--- src/hdl/bsfr_pkg.sv ---
// shared types and constants of the byte stuffing frame receiver
// no dependencies; imported by bsfr_cfg_regs, byte_stuffing_frame_receiver and the testbench
`default_nettype none

package bsfr_pkg;

  localparam int CFG_ADDR_W = 5;

  localparam logic [2:0] REG_BEGIN_MARKER      = 3'd0;
  localparam logic [2:0] REG_END_MARKER        = 3'd1;
  localparam logic [2:0] REG_ESCAPE_MARKER     = 3'd2;
  localparam logic [2:0] REG_BEGIN_SUBSTITUTE  = 3'd3;
  localparam logic [2:0] REG_END_SUBSTITUTE    = 3'd4;
  localparam logic [2:0] REG_ESCAPE_SUBSTITUTE = 3'd5;

  localparam logic [7:0] RST_BEGIN_MARKER      = 8'd64;
  localparam logic [7:0] RST_END_MARKER        = 8'd13;
  localparam logic [7:0] RST_ESCAPE_MARKER     = 8'd10;
  localparam logic [7:0] RST_BEGIN_SUBSTITUTE  = 8'd130;
  localparam logic [7:0] RST_END_SUBSTITUTE    = 8'd131;
  localparam logic [7:0] RST_ESCAPE_SUBSTITUTE = 8'd132;

  typedef struct packed {
    logic [7:0] begin_marker;
    logic [7:0] end_marker;
    logic [7:0] escape_marker;
    logic [7:0] begin_substitute;
    logic [7:0] end_substitute;
    logic [7:0] escape_substitute;
  } cfg_t;

  typedef enum logic [1:0] {
    ST_IDLE = 2'd0,
    ST_RECV = 2'd1,
    ST_DONE = 2'd2
  } status_t;

  typedef enum logic [2:0] {
    EV_NONE     = 3'd0,
    EV_STORED   = 3'd1,
    EV_OVERFLOW = 3'd2,
    EV_BADESC   = 3'd3,
    EV_IGNORED  = 3'd4,
    EV_READ     = 3'd5
  } event_t;

  typedef enum logic [1:0] {
    ACT_LINE    = 2'd0,
    ACT_RELEASE = 2'd1,
    ACT_READ    = 2'd2
  } action_t;

  typedef struct packed {
    logic [7:0] data_byte;
    logic       data_valid;
    event_t     event_res;
    logic [8:0] frame_length;
    status_t    frame_status;
  } result_t;

endpackage

`default_nettype wire

--- src/hdl/byte_stuffing_frame_receiver.sv ---
// top level of the byte stuffing frame receiver: unstuffing, frame store, result pipeline
// depends on bsfr_pkg and bsfr_cfg_regs
`default_nettype none

// Takes one item per clock cycle at full rate when the output side is ready and returns
// exactly one result item for each. Line bytes are unstuffed with the programmable markers
// and substitute codes and written into a frame store of STORE_DEPTH bytes; read items fetch
// a stored byte. The store is a memory with one write port and one registered read port:
// the first register stage holds the decoded result and the read data, the second is the
// output register, so a new item is taken while a finished result still waits. The store
// has no reset and no clearing pass; entries are valid once written. Registers are to be
// written only while idle; the block itself does not enforce this.
module byte_stuffing_frame_receiver #(
  parameter int STORE_DEPTH = 256
) (
  input  logic                             clk,
  input  logic                             rst,
  // apb-style configuration port
  input  logic                             psel,
  input  logic                             penable,
  input  logic                             pwrite,
  input  logic [bsfr_pkg::CFG_ADDR_W-1:0]  paddr,
  input  logic [31:0]                      pwdata,
  output logic [31:0]                      prdata,
  output logic                             pready,
  // input items
  input  logic                             s_tvalid,
  output logic                             s_tready,
  input  logic [15:0]                      s_tdata,  // line_byte[7:0], read_index[15:8]
  input  logic [1:0]                       s_tuser,  // action[1:0]
  // result items
  output logic                             m_tvalid,
  input  logic                             m_tready,
  output logic [23:0]                      m_tdata,  // frame_status[1:0], frame_length[10:2],
                                                     // data_byte[18:11], zeros[23:19]
  output logic [3:0]                       m_tuser   // event_res[2:0], data_valid[3]
);
  import bsfr_pkg::*;

  localparam int AW = (STORE_DEPTH > 1) ? $clog2(STORE_DEPTH) : 1;
  localparam int PW = $clog2(STORE_DEPTH + 1);

  cfg_t cfg;

  bsfr_cfg_regs u_cfg (
    .clk     (clk),
    .rst     (rst),
    .psel    (psel),
    .penable (penable),
    .pwrite  (pwrite),
    .paddr   (paddr),
    .pwdata  (pwdata),
    .prdata  (prdata),
    .pready  (pready),
    .cfg     (cfg)
  );

  // receiver state
  status_t         status, status_next;
  logic            esc_pending, esc_pending_next;
  logic [PW-1:0]   wpos, wpos_next;

  logic [7:0]      store_mem [STORE_DEPTH];
  logic [7:0]      rd_data;

  // decode of the incoming item
  action_t         action;
  logic [7:0]      line_byte;
  logic [7:0]      read_index;
  logic            s_fire;
  logic            is_begin, is_end, is_escape, is_full;
  logic            sub_begin, sub_end, sub_escape, bad_escape;
  logic [7:0]      unstuffed;
  logic            do_store;
  logic            rd_in_range;
  logic [AW-1:0]   rd_addr;

  // pipeline
  logic            v1, v2, advance1;
  result_t         res1_next, res1, res2;
  logic            rd_pick1;

  assign action     = action_t'(s_tuser);
  assign line_byte  = s_tdata[7:0];
  assign read_index = s_tdata[15:8];
  assign s_fire     = s_tvalid && s_tready;

  assign is_begin   = line_byte == cfg.begin_marker;
  assign is_end     = line_byte == cfg.end_marker;
  assign is_escape  = line_byte == cfg.escape_marker;
  assign is_full    = wpos == PW'(STORE_DEPTH);
  assign sub_begin  = line_byte == cfg.begin_substitute;
  assign sub_end    = line_byte == cfg.end_substitute;
  assign sub_escape = line_byte == cfg.escape_substitute;
  assign bad_escape = esc_pending && !sub_begin && !sub_end && !sub_escape;

  always_comb begin
    if (!esc_pending)    unstuffed = line_byte;
    else if (sub_begin)  unstuffed = cfg.begin_marker;
    else if (sub_end)    unstuffed = cfg.end_marker;
    else                 unstuffed = cfg.escape_marker;
  end

  assign do_store = s_fire && action == ACT_LINE && status != ST_DONE && !is_begin
                    && !is_end && !is_escape && !is_full && !bad_escape;

  assign rd_in_range = 32'(read_index) < 32'(STORE_DEPTH);
  assign rd_addr     = AW'(read_index);

  // next state
  always_comb begin
    status_next      = status;
    esc_pending_next = esc_pending;
    wpos_next        = wpos;
    unique case (action)
      ACT_LINE: begin
        if (status == ST_DONE) begin
          status_next = status;
        end else if (is_begin) begin
          status_next      = ST_RECV;
          wpos_next        = '0;
          esc_pending_next = 1'b0;
        end else if (is_end) begin
          status_next = ST_DONE;
        end else if (is_escape) begin
          esc_pending_next = 1'b1;
        end else if (is_full) begin
          status_next = ST_IDLE;
        end else if (bad_escape) begin
          status_next      = ST_IDLE;
          esc_pending_next = 1'b0;
        end else begin
          esc_pending_next = 1'b0;
          wpos_next        = wpos + 1'b1;
        end
      end
      ACT_RELEASE: begin
        if (status == ST_DONE) status_next = ST_IDLE;
      end
      default: ;
    endcase
  end

  // result fields
  always_comb begin
    res1_next.event_res  = EV_NONE;
    res1_next.data_valid = 1'b0;
    res1_next.data_byte  = 8'd0;
    unique case (action)
      ACT_LINE: begin
        if (status == ST_DONE) begin
          res1_next.event_res = EV_IGNORED;
        end else if (is_begin || is_end || is_escape) begin
          res1_next.event_res = EV_NONE;
        end else if (is_full) begin
          res1_next.event_res = EV_OVERFLOW;
        end else if (bad_escape) begin
          res1_next.event_res = EV_BADESC;
        end else begin
          res1_next.event_res  = EV_STORED;
          res1_next.data_valid = 1'b1;
          res1_next.data_byte  = unstuffed;
        end
      end
      ACT_READ: begin
        res1_next.event_res  = EV_READ;
        res1_next.data_valid = rd_in_range;
      end
      default: ;
    endcase
    res1_next.frame_status = status_next;
    res1_next.frame_length = 9'(wpos_next);
  end

  always_ff @(posedge clk) begin
    if (rst) begin
      status      <= ST_IDLE;
      esc_pending <= 1'b0;
      wpos        <= '0;
    end else if (s_fire) begin
      status      <= status_next;
      esc_pending <= esc_pending_next;
      wpos        <= wpos_next;
    end
  end

  // frame store
  always_ff @(posedge clk) begin
    if (do_store) store_mem[AW'(wpos)] <= unstuffed;
    if (s_fire) rd_data <= store_mem[rd_addr];
  end

  // two-stage result pipeline
  assign advance1 = v1 && (!v2 || m_tready);
  assign s_tready = !v1 || advance1;

  always_ff @(posedge clk) begin
    if (rst) begin
      v1 <= 1'b0;
      v2 <= 1'b0;
    end else begin
      if (s_fire)        v1 <= 1'b1;
      else if (advance1) v1 <= 1'b0;
      if (advance1)      v2 <= 1'b1;
      else if (m_tready) v2 <= 1'b0;
    end
  end

  always_ff @(posedge clk) begin
    if (s_fire) begin
      res1     <= res1_next;
      rd_pick1 <= action == ACT_READ && rd_in_range;
    end
    if (advance1) begin
      res2.frame_status <= res1.frame_status;
      res2.frame_length <= res1.frame_length;
      res2.event_res    <= res1.event_res;
      res2.data_valid   <= res1.data_valid;
      res2.data_byte    <= rd_pick1 ? rd_data : res1.data_byte;
    end
  end

  assign m_tvalid = v2;
  assign m_tdata  = {5'd0, res2.data_byte, res2.frame_length, res2.frame_status};
  assign m_tuser  = {res2.data_valid, res2.event_res};

  // checks
  a_ready_when_out_empty: assert property (@(posedge clk) disable iff (rst)
    !m_tvalid |-> s_tready)
    else $error("input stalled with empty output register");

  a_wpos_bound: assert property (@(posedge clk) disable iff (rst)
    32'(wpos) <= 32'(STORE_DEPTH))
    else $error("write position beyond store depth");

  a_begin_clears_escape: assert property (@(posedge clk) disable iff (rst)
    s_fire && action == ACT_LINE && status != ST_DONE && is_begin
    |=> !esc_pending && wpos == '0 && status == ST_RECV)
    else $error("begin marker did not restart the frame");

endmodule

`default_nettype wire

--- src/hdl/bsfr_cfg_regs.sv ---
// configuration register file of the byte stuffing frame receiver
// apb-style slave; depends on bsfr_pkg
`default_nettype none

module bsfr_cfg_regs (
  input  logic                             clk,
  input  logic                             rst,
  input  logic                             psel,
  input  logic                             penable,
  input  logic                             pwrite,
  input  logic [bsfr_pkg::CFG_ADDR_W-1:0]  paddr,
  input  logic [31:0]                      pwdata,
  output logic [31:0]                      prdata,
  output logic                             pready,
  output bsfr_pkg::cfg_t                   cfg
);
  import bsfr_pkg::*;

  logic       wr_en;
  logic [2:0] reg_idx;

  assign pready  = 1'b1;
  assign wr_en   = psel && penable && pwrite;
  assign reg_idx = paddr[4:2];

  always_ff @(posedge clk) begin
    if (rst) begin
      cfg.begin_marker      <= RST_BEGIN_MARKER;
      cfg.end_marker        <= RST_END_MARKER;
      cfg.escape_marker     <= RST_ESCAPE_MARKER;
      cfg.begin_substitute  <= RST_BEGIN_SUBSTITUTE;
      cfg.end_substitute    <= RST_END_SUBSTITUTE;
      cfg.escape_substitute <= RST_ESCAPE_SUBSTITUTE;
    end else if (wr_en) begin
      unique case (reg_idx)
        REG_BEGIN_MARKER:      cfg.begin_marker      <= pwdata[7:0];
        REG_END_MARKER:        cfg.end_marker        <= pwdata[7:0];
        REG_ESCAPE_MARKER:     cfg.escape_marker     <= pwdata[7:0];
        REG_BEGIN_SUBSTITUTE:  cfg.begin_substitute  <= pwdata[7:0];
        REG_END_SUBSTITUTE:    cfg.end_substitute    <= pwdata[7:0];
        REG_ESCAPE_SUBSTITUTE: cfg.escape_substitute <= pwdata[7:0];
        default: ;
      endcase
    end
  end

  always_comb begin
    unique case (reg_idx)
      REG_BEGIN_MARKER:      prdata = {24'd0, cfg.begin_marker};
      REG_END_MARKER:        prdata = {24'd0, cfg.end_marker};
      REG_ESCAPE_MARKER:     prdata = {24'd0, cfg.escape_marker};
      REG_BEGIN_SUBSTITUTE:  prdata = {24'd0, cfg.begin_substitute};
      REG_END_SUBSTITUTE:    prdata = {24'd0, cfg.end_substitute};
      REG_ESCAPE_SUBSTITUTE: prdata = {24'd0, cfg.escape_substitute};
      default:               prdata = 32'd0;
    endcase
  end

endmodule

`default_nettype wire

--- config.mk ---
export PLATFORM = sky130hd
export DESIGN_NAME = byte_stuffing_frame_receiver
export DESIGN_NICKNAME = d
export VERILOG_FILES = /design/src/hdl/bsfr_pkg.sv /design/src/hdl/byte_stuffing_frame_receiver.sv /design/src/hdl/bsfr_cfg_regs.sv
export SDC_FILE = /design/constraint.sdc
export NUM_CORES = 2
export LEC_CHECK = 0
export BUFFER_PORTS_ARGS = -buffer_cell sky130_fd_sc_hd__buf_2
export CELL_PAD_IN_SITES_DETAIL_PLACEMENT = 0
export CELL_PAD_IN_SITES_GLOBAL_PLACEMENT = 1
export CORE_UTILIZATION = 30
export DETAILED_ROUTE_END_ITERATION = 8
export MAX_ROUTING_LAYER = met4
export PLACE_DENSITY_LB_ADDON = 0.3
export SETUP_SLACK_MARGIN = 0.15
export SLEW_MARGIN = 10
export SYNTH_ARGS = -nofsm -noshare
export SYNTH_HDL_FRONTEND = slang
export SYNTH_SLANG_ARGS = --single-unit
--- constraint.sdc ---
create_clock -name clk -period 12.05 [get_ports clk]
set_input_delay 1.205 -clock clk [delete_from_list [all_inputs] [get_ports clk]]
set_output_delay 1.205 -clock clk [all_outputs]
set_load 0.005 [all_outputs]
# Yosys cells after proc, flatten, opt, wreduce, memory -nomap -nowiden
# Memory sizes are Yosys's and may differ from the RTL's. A register that Yosys moved wholly into a read port is not among the register bits.
# Cells that the tools add are included.
# word_totals
out_inout_bits	63
memories	1
inputBits	62
wordCells	123
mem_bits_ro	0
mem_bits_rw	2048
register_bits	109
latch_bits	0
# classes
div	0
multipliers	0
eq_ne	18
reduce_logical	40
n_bitwise	2
n_lt_le_gt_ge	0
shift	0
n_addsub	1
mux	39
# mem_list
name	depth	word_bits	rd	rd_clocked_by_memory_dff	wr	line	source
store_mem	256	8	1	1	1	byte_stuffing_frame_receiver.sv:63	logic [7:0] store_mem [STORE_DEPTH];
# ops
op	n
$mux W9	7
$eq A8 B8 Y1	6
$pmux W8 S6	1
$mux W8	4
$mux W2	10
$logic_and A1 B1 Y1	14
$mux W1	14
$reduce_and A2 Y1	6
$logic_not A1 Y1	10
$add A9 B1 Y9 const B	1
$eq A9 B9 Y1 const B	1
$pmux W4 S2	1
$eq A3 B2 Y1 const B	2
$eq A3 B3 Y1 const B	2
$reduce_and A5 Y1	1
$reduce_or A5 Y1	1
$eq A2 B2 Y1 const B	2
$logic_or A1 B1 Y1	4
$ne A2 B2 Y1 const B	2
$pmux W2 S2	1
$reduce_bool A2 Y1	2
$eq A3 B1 Y1 const B	1
$logic_not A3 Y1	1
$mux W3	1
4 further kinds	5

# Logic depth before layout (Yosys ltp)
# logic_depth
ltp_word	14
ltp_mapped	12
depth_no_buf	8

# Hierarchy
# From an unflattened synthesis, not the netlist that was laid out.
# hier_totals
hier_cells	4313
hier_area_um2	85644.6
# modules_own_cells
mod	cells_per_inst	seq_area_each_um2	area_each_um2	instances
byte_stuffing_frame_receiver	4024	63430.8	83077.2	1
bsfr_cfg_regs	289	960.9	2567.5	1

# Worst setup path before layout
# No wires, ideal clock.
# synth_path
kind	in2reg
from	input port s_tdata[3]
to	memory store_mem[0][0], data pin
cell_stages	7
setup_ns	0.558
arrival_time_ns	4.193
required_time_ns	11.492
path_buffers	1
slack_ns	7.299
path_cell_list	buf_4 xor2_1 nor4_2 nand2_1 mux2i_1 o21ai_0 mux2_2
# synth_between
elab_chain_cells	4
elab_cells_between_ends	5
cone_classes	2 x eq/ne; 3 x mux
# synth_lines
element	line	source
start: declaration	byte_stuffing_frame_receiver.sv:29	input logic [15:0] s_tdata,
$eq A8 B8 Y1	byte_stuffing_frame_receiver.sv:93	assign sub_end = line_byte == cfg.end_substitute;
$mux W8	byte_stuffing_frame_receiver.sv:100	else if (sub_end) unstuffed = cfg.end_marker;
$mux W8 *	byte_stuffing_frame_receiver.sv:99	else if (sub_begin) unstuffed = cfg.begin_marker;
$mux W8 *	byte_stuffing_frame_receiver.sv:98	if (!esc_pending) unstuffed = line_byte;
net unstuffed[0]	byte_stuffing_frame_receiver.sv:73	logic [7:0] unstuffed;
end: declaration	byte_stuffing_frame_receiver.sv:63	
# The timed path passes the listed nets; every way through them passes the cells marked *.

# Worst setup path in the final report
# layout_path
from	input port s_tdata[2]
to	memory store_mem[209][2], data pin
# layout_between
elab_chain_cells	4
elab_cells_between_ends	5
cone_classes	2 x eq/ne; 3 x mux
# layout_lines
element	line
$eq A8 B8 Y1	byte_stuffing_frame_receiver.sv:93
$mux W8	byte_stuffing_frame_receiver.sv:100
$mux W8	byte_stuffing_frame_receiver.sv:99
$mux W8 *	byte_stuffing_frame_receiver.sv:98
net unstuffed[2]	byte_stuffing_frame_receiver.sv:73
# Marks and branches as above.

==> summary.txt <==
Ys Warns -> 0
Crit-path cells -> buf_2 > xor2_1 > nor4_2 > nand2_1 > mux2i_1 > o21ai_0 > mux2_8 > buf_4 > buf_4
Top Family by Delay on Critical Path -> buffers and inverters
Post-CTS Hold Buffers -> 0
Synthesized area -> 85420 sq um
Final Wtd Congestion -> 0.7855
Worst EP required -> 12.60 ns
FILL cells -> 26510
FF+latch count, synth -> 2165
Setup Skew -> 0.04292 ns
Gate Count Post-Synth -> 4296
Tmin final -> 5.089 ns
DP Worst Slack -> 6.031 ns
Worst Hold Class -> flip-flop to flip-flop
Via Count -> 41650
Detailed-router iteration count before antenna repair -> 5
Final Hold Viols -> 0
Initial DRC count -> 3853
MaxCap Viol Count -> 0
Vias in the first global route -> 42300
Worst Max-Slew Pin Slew -> 1.224 ns
Post-CTS setup buffers -> 0
Area growth from synthesis to layout -> 13.09%
Share of layout cells above drive strength 1 -> 21.69%
Peak supply drop -> 0.1373 mV
Total GRT Usage -> 15.70%
Slew Viols, Final -> 0
Worst EP arrival -> 5.64 ns
Syn avg cell area -> 19.88 sq um
Maximum fanout along the worst path -> 106
Critical path endpoint category -> flip-flop
Initial core utilization -> 30.21%
Die height -> 535.6 microns
Residual DRC -> 0
First-pass GRT wire length -> 315600 microns
Worst path buffer plus inverter count -> 3
Total gr overflow -> 0
Rows -> 195
Post-route worst setup slack -> 6.961 ns
Worst slew margin -> 18.13%
Max Root-Sink Buffers -> 3
Pwr dens -> 161.8 nW/um^2
Core area -> 282800 sq um
Post-synthesis sequential area ratio -> 75.38%
Setup TNS -> 0 ns
# setup viols final -> 0
Num ports -> 125
Initial antenna violation count -> 11
Clock transition at the registers of the reported paths -> 0.06 ns
CTS Buf Count -> 219
Port Buffers -> 68
Top_reg_cell synth -> edfxtp_1
CTS tree -> done
Worst skew pair latency -> 0.87 ns
Multi-input gate area -> 19500 sq um
Cell variety after synth -> 65
WL final -> 221100 microns
CP max stage cell -> buf_4
Max frequency -> 196.5 MHz
CP Class -> input port to flip-flop
H-tree depth -> 4
Clock sink total -> 2165
CP max stage delay -> 0.86 ns
DR WL/cell -> 26.51 microns
Most used cell along the critical path -> buf_4
Pleak -> 29.74 nW
RSZ-0062 raised after global routing -> no
Final worst path period share -> 42.23%
Vias per Instance -> 4.993
Startpoint Class -> input port
Die W -> 535.6 microns
Largest net degree at the start of global routing -> 173
Post-synth EDFFs -> 2103
CTS resizes -> 0
Seq. cell area -> 64390 sq um
Clk root buf -> clkbuf_16
Synth async-reset ratio -> 0%
Outcome -> complete, no violations
Die area -> 286900 sq um
Hpwl dp -> 128200 microns
DRT antenna net count -> 0
Nets@finish -> 4472
## sequential cells by signal (all words and copies together), names as in the netlist
name,flops
rd_pick1,1
store_mem,2048
status,2
wpos,9
m_tuser,4
v1,1
m_tvalid,1
rd_data,8
u_cfg.cfg,48
m_tdata,19
res1,23
esc_pending,1
## cells by family (layout without fill, tap and decap cells)
kind of cell             Yosys count  in the layout  synth area share (%)
flip-flops                      2165           2165                 75.38
multiplexers                     672            672                 14.61
AND/OR/NAND/NOR                  632            632                 3.387
AO/OA/AOI/OAI                    466            466                 3.823
buffers and inverters            302            571                 2.188
XOR/XNOR                          53             53                0.5434
adder cells (fa/ha/maj)            4              4               0.05859
other                              2             35              0.008792
## cell type report
cell class | count | share of cell area (%)
antenna | 5 | 0.01295
tap | 3743 | 4.848
timing repair buffer | 154 | 1.109
sequential | 2165 | 66.66
clock inverter | 130 | 1.179
inverter | 9 | 0.03497
clock buffer | 278 | 5.966
multi-input combinational | 1857 | 20.19
## power by group
group	internal (mW)	switching [mW]	total, mW
Sequential	8.27	0.0120	8.28
Clock	3.67	2.93	6.61
Combinational	0.243	0.492	0.734
Total	12.2	3.44	15.6
## path summary, 6_finish.rpt
check,from,to,slack (ns),cells after the start
worst min-delay path,res1[10],m_tdata[10],0.39,0
worst min register to register,res1[10],m_tdata[10],0.39,0
worst max-delay path,s_tdata[2],store_mem[209][2],6.96,9
worst max register to register,u_cfg.cfg[11],store_mem[209][2],7.20,8
## routing by layer
layer	global-route usage, %	wire length [microns]	vias to the layer above
li1	-	-	17860
met1	21.31	97830	22390
met2	24.75	107500	1136
met3	2.399	11390	263
met4	3.829	4417	0
met5	-	0	-
## stage by stage
step                hold WS [ns]  cell area [sq um]  total power [mW]  std cells  utilization [%]
finish                    0.3918              96600             15.63       8341            34.16
global route              0.3932              96590             16.09       8338            34.16
CTS                       0.3927              96580             15.79       8336            34.16
detailed placement        0.4080              89680             9.196       7928            31.71
global placement          0.4076              89680             9.187       7928            31.71
floorplan                 0.4003              85520             8.918       4324                -
## cell usage in the layout, fill, tap and decap left out, types with 8 or more instances in the layout
master     synthesis  routed
dfxtp_1           62      62
o21ai_0           39      39
a31oi_1           14      14
bufinv_16          0      13
nand2_1           76      65
xor2_1            34      34
buf_4             59      82
nand2b_1          10      10
o221ai_1          38      38
nor2_1           383     381
o22ai_1           42      42
a211oi_1          15      14
nor3_1            32      31
clkbuf_16          0     220
nand4_1           10      10
a221oi_1          27      27
a21oi_1           88      88
a211o_1           24      24
nand3_4            8       8
mux2_8             0       8
nand2_2            0      11
edfxtp_1        2103    2103
nand3_1           15      11
clkbuf_1         111      54
mux4_2           457     457
nor4_1            15      14
xnor2_1           19      19
nor2b_1           43      38
mux2i_1          189     189
clkinv_2           0      54
a22o_1            25      25
buf_2             63      65
clkinv_1           0      42
inv_1              9       8
mux2_2            26      18
conb_1             2      30
a22oi_1          124     124
## cell usage after synthesis, types with 19 or more instances
cell type	n	area (sq um)
a211o_1	24	210.2
a21oi_1	88	440.4
a221oi_1	27	236.5
a22o_1	25	219.0
a22oi_1	124	930.9
buf_2	63	315.3
buf_4	59	442.9
buf_6	36	405.4
clkbuf_1	111	416.7
dfxtp_1	62	1241
edfxtp_1	2103	63150
mux2_2	26	292.8
mux2i_1	189	1892
mux4_2	457	10290
nand2_1	76	285.3
nor2_1	383	1438
nor2b_1	43	269.0
nor3_1	32	160.2
o21ai_0	39	195.2
o221ai_1	38	332.8
o22ai_1	42	262.8
xnor2_1	19	166.4
xor2_1	34	297.8
Power figures use the tool's default switching activity.
